===== src/sv/tbgd_pkg.sv =====
// Shared types and constants for the two-button gesture decoder.
package tbgd_pkg;

  localparam int unsigned LEVEL_COUNT       = 6;
  localparam int unsigned TICK_COUNTER_BITS = 12;
  localparam int unsigned LEVEL_BITS        = $clog2(LEVEL_COUNT);
  localparam int unsigned THRESH_BITS       = 12;
  localparam int unsigned DUTY_BITS         = 8;
  localparam int unsigned TABLE_BITS        = 48;
  localparam int unsigned CFG_IDX_BITS      = 3;
  localparam int unsigned CFG_DATA_BITS     = 48;
  localparam int unsigned ACTION_BITS       = 3;
  localparam int unsigned MAX_RESULTS       = 3;
  localparam int unsigned SLOT_BITS         = 2;

  typedef logic [TICK_COUNTER_BITS-1:0] age_t;
  typedef logic [THRESH_BITS-1:0]       thresh_t;
  typedef logic [LEVEL_BITS-1:0]        level_t;
  typedef logic [DUTY_BITS-1:0]         duty_t;

  typedef enum logic [ACTION_BITS-1:0] {
    ACT_NONE    = 3'd0,
    ACT_DOWN    = 3'd1,
    ACT_SELECT  = 3'd2,
    ACT_SLEEP   = 3'd3,
    ACT_UP      = 3'd4,
    ACT_REFRESH = 3'd5
  } action_e;

  localparam logic [CFG_IDX_BITS-1:0] REG_DEBOUNCE    = 3'd0;
  localparam logic [CFG_IDX_BITS-1:0] REG_MAIN_LONG   = 3'd1;
  localparam logic [CFG_IDX_BITS-1:0] REG_DOUBLE_GAP  = 3'd2;
  localparam logic [CFG_IDX_BITS-1:0] REG_SECOND_LONG = 3'd3;
  localparam logic [CFG_IDX_BITS-1:0] REG_DUTY_TABLE  = 3'd4;
  localparam logic [CFG_IDX_BITS-1:0] REG_DUTY_INVERT = 3'd5;

  localparam thresh_t                RST_DEBOUNCE    = 12'd2;
  localparam thresh_t                RST_MAIN_LONG   = 12'd35;
  localparam thresh_t                RST_DOUBLE_GAP  = 12'd13;
  localparam thresh_t                RST_SECOND_LONG = 12'd30;
  localparam logic [TABLE_BITS-1:0]  RST_DUTY_TABLE  = 48'h8040_180C_0800;

  typedef struct packed {
    action_e [MAX_RESULTS-1:0] acts;
    logic [SLOT_BITS-1:0]      last_idx;
    duty_t                     duty;
  } rec_t;

endpackage


===== src/sv/tbgd_if.sv =====
// Valid/ready channel interfaces for tick words and result words.
interface tbgd_in_if;
  logic valid;
  logic ready;
  logic main_pressed;
  logic second_sample_valid;
  logic second_pressed;

  modport source (output valid, main_pressed, second_sample_valid, second_pressed,
                  input ready);
  modport sink (input valid, main_pressed, second_sample_valid, second_pressed,
                output ready);
endinterface

interface tbgd_out_if;
  logic       valid;
  logic       ready;
  logic [2:0] action;
  logic [7:0] light_duty;
  logic       last;

  modport source (output valid, action, light_duty, last, input ready);
  modport sink (input valid, action, light_duty, last, output ready);
endinterface


===== src/sv/two_button_gesture_decoder.sv =====
// Top level: two-button gesture decoder with light level control.
//
//   channel  dir  word                                        handshake
//   in_w     in   main_pressed, second_sample_valid,          valid/ready
//                 second_pressed
//   out_w    out  action, light_duty, last                    valid/ready
//   cfg      in   cfg_we_i, cfg_idx_i, cfg_data_i             write enable only
//
// One tick per cycle while ready; its 1 to 3 words leave one per cycle if taken.
// Decoder state updates at the accepting edge; results wait in a two-record queue.
// A result word appears at the earliest in the cycle after its tick word is taken.
// Input ready drops only when both queue records are occupied.
// Reset restores all register values and clears all state and the queue.
module two_button_gesture_decoder
  import tbgd_pkg::*;
(
  input  logic                     clk_i,
  input  logic                     rst_ni,
  input  logic                     cfg_we_i,
  input  logic [CFG_IDX_BITS-1:0]  cfg_idx_i,
  input  logic [CFG_DATA_BITS-1:0] cfg_data_i,
  tbgd_in_if.sink                  in_w,
  tbgd_out_if.source               out_w
);

  thresh_t                 debounce_q, main_long_q, gap_q, second_long_q;
  logic [TABLE_BITS-1:0]   table_q;
  logic                    invert_q;

  logic   main_prev_q, main_cons_q, main_tw_q;
  age_t   main_page_q, main_tage_q;
  logic   sec_cached_q, sec_prev_q, sec_cons_q, sec_tw_q;
  age_t   sec_page_q, sec_tage_q;
  level_t level_q;

  logic   main_prev_d, main_cons_d, main_tw_d;
  age_t   main_page_d, main_tage_d;
  logic   sec_cached_d, sec_prev_d, sec_cons_d, sec_tw_d;
  age_t   sec_page_d, sec_tage_d;
  level_t level_d;

  logic    s_v, m_v, d_v;
  action_e s_code, m_code;
  rec_t    rec_new;
  logic [SLOT_BITS-1:0] n_acts;
  duty_t   duty_raw;

  rec_t                 rec_q [2];
  logic                 wr_ptr_q, rd_ptr_q;
  logic [1:0]           count_q;
  logic [SLOT_BITS-1:0] slot_q;
  rec_t                 head;
  logic                 in_fire, out_fire, pop_rec;

  function automatic age_t age_inc(input age_t a);
    return (a == '1) ? a : age_t'(a + 1'b1);
  endfunction

  // Configuration registers
  always_ff @(posedge clk_i or negedge rst_ni) begin
    if (!rst_ni) begin
      debounce_q    <= RST_DEBOUNCE;
      main_long_q   <= RST_MAIN_LONG;
      gap_q         <= RST_DOUBLE_GAP;
      second_long_q <= RST_SECOND_LONG;
      table_q       <= RST_DUTY_TABLE;
      invert_q      <= 1'b0;
    end else if (cfg_we_i) begin
      case (cfg_idx_i)
        REG_DEBOUNCE:    debounce_q    <= cfg_data_i[THRESH_BITS-1:0];
        REG_MAIN_LONG:   main_long_q   <= cfg_data_i[THRESH_BITS-1:0];
        REG_DOUBLE_GAP:  gap_q         <= cfg_data_i[THRESH_BITS-1:0];
        REG_SECOND_LONG: second_long_q <= cfg_data_i[THRESH_BITS-1:0];
        REG_DUTY_TABLE:  table_q       <= cfg_data_i[TABLE_BITS-1:0];
        REG_DUTY_INVERT: invert_q      <= cfg_data_i[0];
        default: ;
      endcase
    end
  end

  // Tick decode
  always_comb begin
    sec_cached_d = in_w.second_sample_valid ? in_w.second_pressed : sec_cached_q;
    sec_page_d   = sec_prev_q ? age_inc(sec_page_q) : sec_page_q;
    sec_tage_d   = sec_tw_q ? age_inc(sec_tage_q) : sec_tage_q;
    main_page_d  = main_prev_q ? age_inc(main_page_q) : main_page_q;
    main_tage_d  = main_tw_q ? age_inc(main_tage_q) : main_tage_q;
    sec_cons_d   = sec_cons_q;
    sec_tw_d     = sec_tw_q;
    main_cons_d  = main_cons_q;
    main_tw_d    = main_tw_q;
    level_d      = level_q;
    s_v          = 1'b0;
    s_code       = ACT_NONE;
    m_v          = 1'b0;
    m_code       = ACT_NONE;
    d_v          = 1'b0;

    if (sec_cached_d && !sec_prev_q) begin
      sec_page_d = '0;
      sec_cons_d = 1'b0;
    end else if (sec_cached_d && sec_prev_q) begin
      if (!sec_cons_d && sec_page_d >= second_long_q) begin
        level_d    = '0;
        sec_cons_d = 1'b1;
      end
    end else if (!sec_cached_d && sec_prev_q) begin
      if (!sec_cons_d && sec_page_d >= debounce_q) begin
        if (sec_tw_d) begin
          sec_tw_d = 1'b0;
          s_v      = 1'b1;
          s_code   = ACT_REFRESH;
        end else begin
          sec_tw_d   = 1'b1;
          sec_tage_d = '0;
        end
      end
      sec_cons_d = 1'b0;
    end
    sec_prev_d = sec_cached_d;

    if (sec_tw_d && sec_tage_d >= gap_q) begin
      sec_tw_d = 1'b0;
      s_v      = 1'b1;
      s_code   = ACT_UP;
    end

    if (in_w.main_pressed && !main_prev_q) begin
      if (sec_cached_d) begin
        level_d     = (level_d == level_t'(LEVEL_COUNT - 1)) ? '0 : level_t'(level_d + 1'b1);
        main_cons_d = 1'b1;
        sec_cons_d  = 1'b1;
      end else begin
        main_page_d = '0;
        main_cons_d = 1'b0;
      end
    end else if (in_w.main_pressed && main_prev_q) begin
      if (!main_cons_d && !sec_cached_d && main_page_d >= main_long_q) begin
        m_v         = 1'b1;
        m_code      = ACT_SLEEP;
        main_cons_d = 1'b1;
      end
    end else if (!in_w.main_pressed && main_prev_q) begin
      if (!main_cons_d && main_page_d >= debounce_q) begin
        if (main_tw_d) begin
          main_tw_d = 1'b0;
          m_v       = 1'b1;
          m_code    = ACT_SELECT;
        end else begin
          main_tw_d   = 1'b1;
          main_tage_d = '0;
        end
      end
      main_cons_d = 1'b0;
    end
    main_prev_d = in_w.main_pressed;

    if (main_tw_d && main_tage_d >= gap_q) begin
      main_tw_d = 1'b0;
      d_v       = 1'b1;
    end
  end

  // Pack the tick's results in order: second button, main section, lone main tap
  always_comb begin
    n_acts   = SLOT_BITS'({1'b0, s_v}) + SLOT_BITS'({1'b0, m_v}) + SLOT_BITS'({1'b0, d_v});
    duty_raw = table_q[DUTY_BITS*level_d +: DUTY_BITS];
    rec_new.acts[0]  = s_v ? s_code : (m_v ? m_code : (d_v ? ACT_DOWN : ACT_NONE));
    rec_new.acts[1]  = (s_v && m_v) ? m_code : ACT_DOWN;
    rec_new.acts[2]  = ACT_DOWN;
    rec_new.last_idx = (n_acts == '0) ? '0 : SLOT_BITS'(n_acts - 1'b1);
    rec_new.duty     = invert_q ? ~duty_raw : duty_raw;
  end

  assign in_w.ready = (count_q != 2'd2);
  assign in_fire    = in_w.valid && in_w.ready;
  assign head       = rec_q[rd_ptr_q];
  assign out_fire   = out_w.valid && out_w.ready;
  assign pop_rec    = out_fire && (slot_q == head.last_idx);

  assign out_w.valid      = (count_q != 2'd0);
  assign out_w.action     = head.acts[slot_q];
  assign out_w.light_duty = head.duty;
  assign out_w.last       = (slot_q == head.last_idx);

  always_ff @(posedge clk_i or negedge rst_ni) begin
    if (!rst_ni) begin
      main_prev_q  <= 1'b0;
      main_page_q  <= '0;
      main_cons_q  <= 1'b0;
      main_tw_q    <= 1'b0;
      main_tage_q  <= '0;
      sec_cached_q <= 1'b0;
      sec_prev_q   <= 1'b0;
      sec_page_q   <= '0;
      sec_cons_q   <= 1'b0;
      sec_tw_q     <= 1'b0;
      sec_tage_q   <= '0;
      level_q      <= '0;
    end else if (in_fire) begin
      main_prev_q  <= main_prev_d;
      main_page_q  <= main_page_d;
      main_cons_q  <= main_cons_d;
      main_tw_q    <= main_tw_d;
      main_tage_q  <= main_tage_d;
      sec_cached_q <= sec_cached_d;
      sec_prev_q   <= sec_prev_d;
      sec_page_q   <= sec_page_d;
      sec_cons_q   <= sec_cons_d;
      sec_tw_q     <= sec_tw_d;
      sec_tage_q   <= sec_tage_d;
      level_q      <= level_d;
    end
  end

  always_ff @(posedge clk_i) begin
    if (in_fire) begin
      rec_q[wr_ptr_q] <= rec_new;
    end
  end

  always_ff @(posedge clk_i or negedge rst_ni) begin
    if (!rst_ni) begin
      wr_ptr_q <= 1'b0;
      rd_ptr_q <= 1'b0;
      count_q  <= 2'd0;
      slot_q   <= '0;
    end else begin
      if (in_fire) begin
        wr_ptr_q <= ~wr_ptr_q;
      end
      if (pop_rec) begin
        rd_ptr_q <= ~rd_ptr_q;
        slot_q   <= '0;
      end else if (out_fire) begin
        slot_q <= SLOT_BITS'(slot_q + 1'b1);
      end
      case ({in_fire, pop_rec})
        2'b10:   count_q <= count_q + 2'd1;
        2'b01:   count_q <= count_q - 2'd1;
        default: count_q <= count_q;
      endcase
    end
  end

  assert property (@(posedge clk_i) disable iff (!rst_ni) count_q != 2'd3)
    else $error("result queue count out of range");
  assert property (@(posedge clk_i) disable iff (!rst_ni) level_q < level_t'(LEVEL_COUNT))
    else $error("light level out of range");
  assert property (@(posedge clk_i) disable iff (!rst_ni)
                   out_w.valid |-> slot_q <= head.last_idx)
    else $error("result slot beyond last of record");
  assert property (@(posedge clk_i) disable iff (!rst_ni) in_fire |=> count_q != 2'd0)
    else $error("accepted tick left no record");
  assert property (@(posedge clk_i) disable iff (!rst_ni)
                   (out_fire && !out_w.last) |=> (out_w.valid && slot_q != '0))
    else $error("record dropped before its last word");

endmodule

===== src/flat_wrapper.sv =====
// flat-port wrapper written by rule: the top's interface ports become plain ports
module two_button_gesture_decoder_flat import tbgd_pkg::*;
  (clk_i, rst_ni, cfg_we_i, cfg_idx_i, cfg_data_i, in_w_valid, in_w_main_pressed, in_w_second_sample_valid, in_w_second_pressed, in_w_ready, out_w_valid, out_w_action, out_w_light_duty, out_w_last, out_w_ready);
  tbgd_in_if in_w_i ();
  tbgd_out_if out_w_i ();
  input  logic clk_i;
  input  logic rst_ni;
  input  logic cfg_we_i;
  input  logic [CFG_IDX_BITS-1:0] cfg_idx_i;
  input  logic [CFG_DATA_BITS-1:0] cfg_data_i;
  input wire logic [$bits(in_w_i.valid)-1:0] in_w_valid;
  input wire logic [$bits(in_w_i.main_pressed)-1:0] in_w_main_pressed;
  input wire logic [$bits(in_w_i.second_sample_valid)-1:0] in_w_second_sample_valid;
  input wire logic [$bits(in_w_i.second_pressed)-1:0] in_w_second_pressed;
  output wire logic [$bits(in_w_i.ready)-1:0] in_w_ready;
  output wire logic [$bits(out_w_i.valid)-1:0] out_w_valid;
  output wire logic [$bits(out_w_i.action)-1:0] out_w_action;
  output wire logic [$bits(out_w_i.light_duty)-1:0] out_w_light_duty;
  output wire logic [$bits(out_w_i.last)-1:0] out_w_last;
  input wire logic [$bits(out_w_i.ready)-1:0] out_w_ready;
  assign in_w_i.valid = in_w_valid;
  assign in_w_i.main_pressed = in_w_main_pressed;
  assign in_w_i.second_sample_valid = in_w_second_sample_valid;
  assign in_w_i.second_pressed = in_w_second_pressed;
  assign in_w_ready = in_w_i.ready;
  assign out_w_valid = out_w_i.valid;
  assign out_w_action = out_w_i.action;
  assign out_w_light_duty = out_w_i.light_duty;
  assign out_w_last = out_w_i.last;
  assign out_w_i.ready = out_w_ready;
  two_button_gesture_decoder u_core (.clk_i(clk_i), .rst_ni(rst_ni), .cfg_we_i(cfg_we_i), .cfg_idx_i(cfg_idx_i), .cfg_data_i(cfg_data_i), .in_w(in_w_i), .out_w(out_w_i));
endmodule

===== config.mk =====
export PLATFORM = sky130hd
export DESIGN_NAME = two_button_gesture_decoder_flat
export DESIGN_NICKNAME = d
export VERILOG_FILES = /design/src/sv/tbgd_pkg.sv /design/src/sv/tbgd_if.sv /design/src/sv/two_button_gesture_decoder.sv /design/src/flat_wrapper.sv
export SDC_FILE = /design/constraint.sdc
export NUM_CORES = 1
export LEC_CHECK = 0
export ABC_AREA = 1
export BUFFER_PORTS_ARGS = -buffer_cell sky130_fd_sc_hd__buf_4
export CELL_PAD_IN_SITES_DETAIL_PLACEMENT = 0
export CELL_PAD_IN_SITES_GLOBAL_PLACEMENT = 1
export CORE_ASPECT_RATIO = 1.2
export CORE_MARGIN = 5
export CORE_UTILIZATION = 41
export CTS_CLUSTER_DIAMETER = 50
export DETAILED_ROUTE_END_ITERATION = 12
export GPL_TIMING_DRIVEN = 0
export PLACE_DENSITY_LB_ADDON = 0.1
export SETUP_SLACK_MARGIN = 0.3
export SLEW_MARGIN = 20
export SYNTH_ARGS = -nofsm -noshare
export SYNTH_HDL_FRONTEND = slang
export SYNTH_SLANG_ARGS = --single-unit

===== constraint.sdc =====
create_clock -name clk_i -period 4.99 [get_ports clk_i]
set_clock_uncertainty 0.05 [all_clocks]
set_input_delay 0.499 -clock clk_i [delete_from_list [all_inputs] [get_ports clk_i]]
set_output_delay 0.499 -clock clk_i [all_outputs]
set_load 0.02 [all_outputs]

Word-level counts from Yosys, hierarchy flattened
Memories as Yosys holds them, arrays and structs flattened. Index checks and enable logic that the tools add are counted.

Bits in registers: 160. Bits in writable memories: 32. Input bits: 59. Output and inout bits: 14. Word-level logic and storage cells: 184. Memories: 1.

Add/sub/neg operators: 11. Order comparisons: 7. Equal/unequal tests: 15. Shift operators: 1. Multiplexer cells: 89. Bitwise logic cells: 3. Reductions and logical operators: 36.

Memories: u_core.rec_q (words 2, width 16, rd ports 1, clocked after memory_dff 0, write ports 1, RTL line two_button_gesture_decoder.sv:48) `rec_t rec_q [2];`.

Operators with widths (number): 12-bit 2-to-1 mux (21); 12-bit >= comparator (6); 3-bit 2-to-1 mux (20); 12-bit by 1-bit adder with 12-bit output (second input constant) (4); 12-bit == test (second input constant) (4); 48-bit by 7-bit indexed part select with 8-bit output (1); 1-bit 2-to-1 mux (40); 1-bit logical AND (17); 2-bit AND reduction (6); 2-bit 2-to-1 mux (5); 3-bit == test (second input constant) (3); 8-bit 2-to-1 mux (1); 8-bit NOT (1); 3-bit binary-select mux with 2-bit select (1); 3-bit by 2-bit == test with 1-bit output (second input constant) (2); 1-bit zero test (6); 2-bit nonzero test (3); 2-bit by 1-bit adder with 2-bit output (second input constant) (2); 2-bit one-hot mux with 2 select lines (1); 2-bit by 1-bit subtractor with 2-bit output (second input constant) (2); 3-bit by 1-bit adder with 3-bit output (second input constant) (1); 3-bit by 1-bit == test with 1-bit output (second input constant) (1); 3-bit zero test (1); 2-bit by 3-bit < comparator with 1-bit output (second input constant) (1); other kinds (11) (12).

Depth between registers and ports, before layout
Gate-level depths: netlist of run 1.

Depth in word-level cells: 16. Gate-level depth with buffers: 41. Gate-level depth less buffers: 40.

Worst setup path before layout of run 1
Ideal clock, no wire load.

Kind: reg2reg. Start: register u_core.main_page_q[0]. End: memory u_core.rec_q[0][9] (netlist bit) (data pin). Setup time: 0.252 ns. Arrival time: 4.787 ns. Data required time: 4.688 ns. Setup slack: -0.099 ns. Stages on the path, launching flop included: 40. Buffers on the path: 1. Period minus slack after synthesis: 5.089 ns. Cells stage by stage: dfrtp_1 -> ha_1 -> nand2_1 -> nor2_1 -> nand2_1 -> nor2_1 -> nand3_1 -> o21ai_1 -> nor2_1 -> nand3_1 -> xor2_1 -> inv_1 -> ha_1 -> a21oi_1 -> nor2_1 -> a211oi_1 -> nand2_1 -> nand2_1 -> [4 not listed] -> clkbuf_1 -> nand2_1 -> ha_1 -> o21ai_0 -> a21boi_0 -> o21ai_0 -> nand2_1 -> nand2_1 -> nand2_1 -> nand2_1 -> nand2_1 -> nand2_1 -> nand2_1 -> nand2_1 -> inv_1 -> fa_1 -> nand2_1 -> inv_1.

RTL lines: start, declared (RTL line two_button_gesture_decoder.sv:31) `age_t main_page_q, main_tage_q;`; start signal, assigned (RTL line two_button_gesture_decoder.sv:202) `main_page_q <= main_page_d;`; end, declared (RTL line two_button_gesture_decoder.sv:48).

==> impl_metrics.yaml, run 1 <==
timing:
  finalHoldViolations: 0
  fin_hold_ws_ns: 0.0282
  tightest_slew_ns: 1.04
  slew-limit-headroom_pct: 30.9
  max_freq_mhz: 193
  period_minus_slack_ns: 5.19
  slew_violations: 0
  setup_viol: 4
  finalCritPeriodShare_pct: 104
  rsz0062_at_grt: "yes"
  setup_slack_ns: -0.198
setup_path:
  worstPathArrival_ns: 5.33
  crit_top_cell: "nand2_1"
  start_kind: "register"
  cpPeakStageDelay_ns: 0.57
  worst_path_max_delay_cell: "fa_1"
  r2r_cells: 39
  cp_max_fo: 7
  required_ns: 5.13
  worst-setup-path-type: "reg -> reg"
  cp-end-kind: "register"
min_path:
  min_path_type: "in -> async"
floorplanning:
  fp.dieW_um: 164
  die_h_um: 194
  initial_core_util_pct: 41.6
  core.rowCount: 67
  top_level_ports: 73
  core_mm2: 0.0279
  dieArea_mm2: 0.0318
synthesis:
  synth_fa_ha_area_share_pct: 8.90
  ys_seq_area_share_pct: 42.4
  ys_seq_elements: 190
  yosysWarnings: 0
  yosysUniqueCellTypes: 47
  synth-xor-area-share_pct: 2.26
  synth_top_family_by_area: "simple AND/OR/NAND/NOR gates"
  syn-num-nets: 1661
  avgSynthCellArea_um2: 7.64
  post_synth_instance_area_mm2: 0.0116
  synth.area.mux_share_pct: 0.970
  yosys.area_share.simple_pct: 25.0
  synth_compound_area_share_pct: 10.3
  netlist_instances: 1520
outcome:
  status: "finished, violations left"
  violations: "negative setup slack"
global_routing:
  grt-ovfl-total: 0
  grt_start_max_net_pins: 85
  antenna_found_initial: 0
  grt_usage_pct: 20.7
  grt_pass1_wl_um: 52600
  grt_pass1_vias: 10200
clocking:
  clockBufferDepth: 2
  htree_levels: 4
  numCtsBuffers: 17
  cts_tree: "yes"
  cts-root-buf: "clkbuf_16"
  holdBufCountCts: 0
  path_clk_slew_ns: 0.07
  cts.sinks: 190
  worst_skew_pair.late_latency_ns: 0.44
placed_design:
  dpl.hpwl_um: 23900
  io_buffers: 72
  globalplace.congestion: 0.822
  dp.cells: 1972
layout:
  fillCellCount: 2774
  diodes: 0
  final_nets: 1827
  final_common_cell: "nand2_1"
  instances_no_fill: 2078
  syn2layout_area_growth_pct: 25.4
  multi_input_area_mm2: 0.00622
  regArea_mm2: 0.00493
  final_layout_size_suffix_gt1_share_pct: 21.7
  mostFrequentLayoutCells: "nand2_1 (389), inv_1 (222), dfrtp_1 (140)"
power_and_ir_drop:
  p_sw_share_pct: 43.1
  p_per_area_mw_per_mm2: 489
  power_frac_seq_pct: 32.1
  clkPwrFrac_pct: 18.2
  ir_drop_v: 0.000214
  leakage_nw: 7.45
  p_comb_share_pct: 49.7
  internal_power_w: 0.00405
  switchingPower_w: 0.00307
routing:
  final_antenna_net_count: 0
  route.detailed.drc: 0
  wl_um: 33200
  via_per_inst: 4.98
  num_vias: 10300
  drt-pass1-iter-count: 5
  routedWlPerCell_um: 16.0
  drtIter0Drc: 619
job:
  maxCapViolations: 0
-- cell usage after synthesis, drive strengths merged --
master,number,area (µm²)
mux2,10,113
o21bai,1,7.51
nor3,7,40.0
a21o,1,7.51
o31ai,2,15.0
xor2,22,193
clkinv,2,7.51
and2,1,6.26
o22ai,13,81.3
edfxtp,30,901
nor4,4,25.0
a31oi,5,31.3
o211ai,9,67.6
dfstp,18,473
o221ai,1,8.76
xnor2,8,70.1
a32oi,1,8.76
o21ai,109,561
buf,15,126
or2,4,25.0
a211oi,5,37.5
a21oi,63,315
a22o,2,17.5
nand3b,1,7.51
a21boi,5,37.5
nor2,99,379
nand4,10,62.6
inv,244,918
ha,81,1010
nand3,144,726
fa,1,20.0
nand2,427,1630
dfrtp,142,3550
clkbuf,33,124
-- worst max-delay path: cells and delay by family, from the launching register on --
family	cells	cell delay, ns
buffers and inverters	4	0.47
xor gates and xnor gates	1	0.19
adders and majority gates	4	1.23
AOI/OAI and AO/OA	6	0.85
DFF	1	0.37
and+or+nand+nor	24	1.79
-- power groups by stage --
stage                     Combinational, W  Sequential (W)  Clock, W
after detailed placement           0.00295         0.00230         0
after global routing               0.00401         0.00233   0.00139
after global placement             0.00289         0.00230         0
after floorplan                    0.00208         0.00222         0
after CTS                          0.00315         0.00227   0.00133
final                              0.00354         0.00229   0.00129
-- through the flow --
step / cell area [µm²] / setup slack (ns) / total power [W] / setup TNS (ns) / utilization [%]
final: 14600 / -0.198 / 0.00712 / -0.770 / 52.2
after global routing: 14600 / -0.567 / 0.00773 / -4.01 / 52.2
after CTS: 13800 / -0.299 / 0.00675 / -1.19 / 49.3
after detailed placement: 12700 / -0.957 / 0.00525 / -7.48 / 45.5
after global placement: 12700 / -0.919 / 0.00519 / -6.97 / 45.3
after floorplan: 11600 / 0.174 / 0.00430 / 0 / -
-- final timing paths --
kind | slack, ns | end | from
worst min-delay path | 0.03 | u_core.sec_tage_q[0] | rst_ni
worst max-delay path | -0.20 | u_core.rec_q[1][8] | u_core.main_page_q[1]
min in group clk_i | 0.24 | u_core.table_q[20] | cfg_data_i[20]
worst max register to register | -0.20 | u_core.rec_q[1][8] | u_core.main_page_q[1]
worst min register to register | 0.43 | u_core.table_q[38] | u_core.table_q[38]
max in group asynchronous | 4.00 | u_core.table_q[38] | rst_ni
-- what timing repair did --
action / in CTS / in global routing
resized for setup: 61 / 127
gates cloned: 0 / 3
pin swaps: 31 / 69
endpoints found under the setup margin: 16 / 33
setup buffers: 35 / 36
-- kinds of logic after synthesis --
kind of cell,count (synthesis)
buf+inv,294
compound gates,217
simple gates,697
xor+xnor,30
flops,190
fa+ha+maj,82
mux,10
-- cell type report --
cell class | count | share of cell area [%]
timing repair buffer | 146 | 8.01
clock buffer | 21 | 3.09
sequential | 190 | 33.8
clock inverter | 11 | 0.567
tap | 379 | 3.26
buffer | 48 | 2.15
inverter | 246 | 6.37
multi-input combinational | 1037 | 42.7
-- sequential cells by signal, indices dropped and copies added (netlist names), 3 cells and up --
register and flops:
u_core.debounce_q 12, u_core.gap_q 12, u_core.level_q 3, u_core.main_long_q 12, u_core.main_page_q 12, u_core.main_tage_q 12
u_core.rec_q 30, u_core.sec_page_q 12, u_core.sec_tage_q 12, u_core.second_long_q 12, u_core.table_q 48
-- metal layers --
layer  part of all wire, %  track usage (%)
met1                    45             27.8
met3                   4.0             3.18
met4                   1.6             5.31
met5                     0                0
met2                    49             34.9
Note: power is estimated with default switching activity, not from simulation.
==> run 2: changes to the inputs <==
==> constraint.sdc (replaced) <==
create_clock -name clk_i -period 4.3 [get_ports clk_i]
set_clock_uncertainty 0.05 [all_clocks]
set_input_delay 0.43 -clock clk_i [delete_from_list [all_inputs] [get_ports clk_i]]
set_output_delay 0.43 -clock clk_i [all_outputs]
set_load 0.02 [all_outputs]
==> impl_metrics.yaml, run 2 (synthesized netlist as in run 1, its figures left out) <==
outcome:
  status: "finished, violations left"
  violations: "negative setup slack"
floorplanning:
  fp.dieW_um: 164
  dieArea_mm2: 0.0318
  core_mm2: 0.0279
  die_h_um: 194
  core.rowCount: 67
  top_level_ports: 73
  initial_core_util_pct: 41.6
global_routing:
  grt_pass1_wl_um: 53200
  grt_usage_pct: 21.0
  antenna_found_initial: 0
  grt_pass1_vias: 10400
  grt_start_max_net_pins: 88
  grt-ovfl-total: 0
min_path:
  hp-start: "cfg_data_i[20]"
  hold_path_depth: 2
  hold_end: "u_core.table_q[20]"
  min_path_type: "in -> reg"
routing:
  drt-met1-wl_um: 15200
  routed-wl-met3_um: 1280
  drtIter0Drc: 690
  final_antenna_net_count: 0
  wl_um: 34100
  via_per_inst: 5.01
  drt-pass1-iter-count: 5
  num_vias: 10500
  routed.top_layer: "met4"
  met2_length_um: 17100
  route.detailed.drc: 0
  routedWlPerCell_um: 16.2
setup_path:
  start_kind: "register"
  r2r_cells: 40
  rr_startpoint: "u_core.main_page_q[0]"
  worst-setup-path-type: "reg -> reg"
  rrSetupSlack_ns: -0.85
  worstPathArrival_ns: 5.31
  reg2reg_to: "u_core.rec_q[1][9]"
  worst_path_max_delay_cell: "fa_1"
  cp-end-kind: "register"
  required_ns: 4.46
  crit_top_cell: "nand2_1"
  cp_max_fo: 8
  cpPeakStageDelay_ns: 0.43
clocking:
  cts.sinks: 190
  numCtsBuffers: 17
  clockBufferDepth: 2
  cts-root-buf: "clkbuf_16"
  worst_skew_pair.late_latency_ns: 0.45
  htree_levels: 4
  path_clk_slew_ns: 0.08
  cts_tree: "yes"
timing:
  rsz0062_at_grt: "yes"
  tightest_slew_ns: 1.02
  max_freq_mhz: 194
  slew-limit-headroom_pct: 31.8
  setup_slack_ns: -0.855
  period_minus_slack_ns: 5.15
  slew_violations: 0
  finalHoldViolations: 0
  finalCritPeriodShare_pct: 120
  setup_viol: 33
layout:
  fin_util_pct: 55.7
  final_layout_size_suffix_gt1_share_pct: 27.0
  syn2layout_area_growth_pct: 34.0
  final_common_cell: "nand2_1"
  largest_reg_flops: 48
  max_flop_register: "u_core.table_q"
  top_regs: "u_core.table_q: 48 flops, u_core.rec_q: 30 flops"
  diodes: 0
  mostFrequentLayoutCells: "nand2_1 (354), inv_1 (224), dfrtp_1 (140)"
  final_cell_area_mm2: 0.0156
  final_nets: 1854
  instances_no_fill: 2105
power_and_ir_drop:
  switchingPower_w: 0.00391
  power_frac_seq_pct: 28.7
  p_sw_share_pct: 42.1
  internal_power_w: 0.00537
  p_per_area_mw_per_mm2: 596
  clkPwrFrac_pct: 19.1
  p_comb_share_pct: 52.2
  leakage_nw: 7.85
  ir_drop_v: 0.000302
job:
  maxCapViolations: 0
placed_design:
  pre_cts_slack_ns: -1.44
  globalplace.congestion: 0.828
  dpl.hpwl_um: 23800
  io_buffers: 72
  placed_area_mm2: 0.0128
  dp.cells: 1973
run 2: how the worst max path moves through the flow:
stage                          to                  start  slack, ns
5_1_grt        u_core.rec_q[0][9]  u_core.main_page_q[0]      -1.15
3_3_place_gp   u_core.rec_q[0][9]  u_core.main_page_q[1]      -1.42
6_report       u_core.rec_q[1][9]  u_core.main_page_q[0]      -0.85
2_1_floorplan  u_core.rec_q[0][9]  u_core.main_page_q[0]      -0.52
4_1_cts        u_core.rec_q[1][8]  u_core.main_page_q[1]      -0.92
3_5_place_dp   u_core.rec_q[1][9]  u_core.main_page_q[0]      -1.44
run 2: what timing repair did:
action	CTS	global route
gates resized for setup	133	146
hold endpoints to repair	76	0
pin swaps	52	71
endpoints found under the setup margin	34	35
cloned	4	4
hold buffers	1	0
buffers inserted	62	29
run 2: power groups by stage:
stage / sequential, W / clock [W] / combinational (W)
finish: 0.00267 / 0.00177 / 0.00484
global route: 0.00272 / 0.00187 / 0.00537
CTS: 0.00265 / 0.00180 / 0.00418
detailed placement: 0.00268 / 0 / 0.00345
global placement: 0.00267 / 0 / 0.00339
floorplan: 0.00258 / 0 / 0.00246
run 2: area by class of cell:
type / count / area [µm²]
fill: 2652 / 12400
multi-input combinational: 1037 / 6630
sequential: 190 / 4930
timing repair buffer: 173 / 1600
inverter: 246 / 938
tap: 379 / 474
clock buffer: 20 / 469
buffer: 48 / 354
clock inverter: 12 / 170
run 2: stage by stage:
step                      setup TNS, ns  total power [W]  hold slack (ns)
after floorplan                   -2.19          0.00504           0.0844
after global placement           -15.70          0.00606            0.416
after detailed placement         -16.60          0.00613            0.423
after CTS                        -10.33          0.00863            0.145
after global routing             -24.88          0.00996            0.146
final                            -14.44          0.00928            0.161
run 2: metal layers:
metal  up-vias  global-route usage, %
met4         0                   5.22
met1      5053                   28.2
li1       5263                      -
met3        34                   3.39
met5         -                      0
met2       196                   35.5
run 2: worst max-delay path: cells and delay by family, from the launching register on:
kind / cells / cell delay, ns
AOI/OAI and AO/OA: 3 / 0.50
buffers and inverters: 7 / 0.70
and+or+nand+nor: 25 / 1.94
adders and majority gates: 4 / 1.13
DFF: 1 / 0.41
xor gates and xnor gates: 1 / 0.19
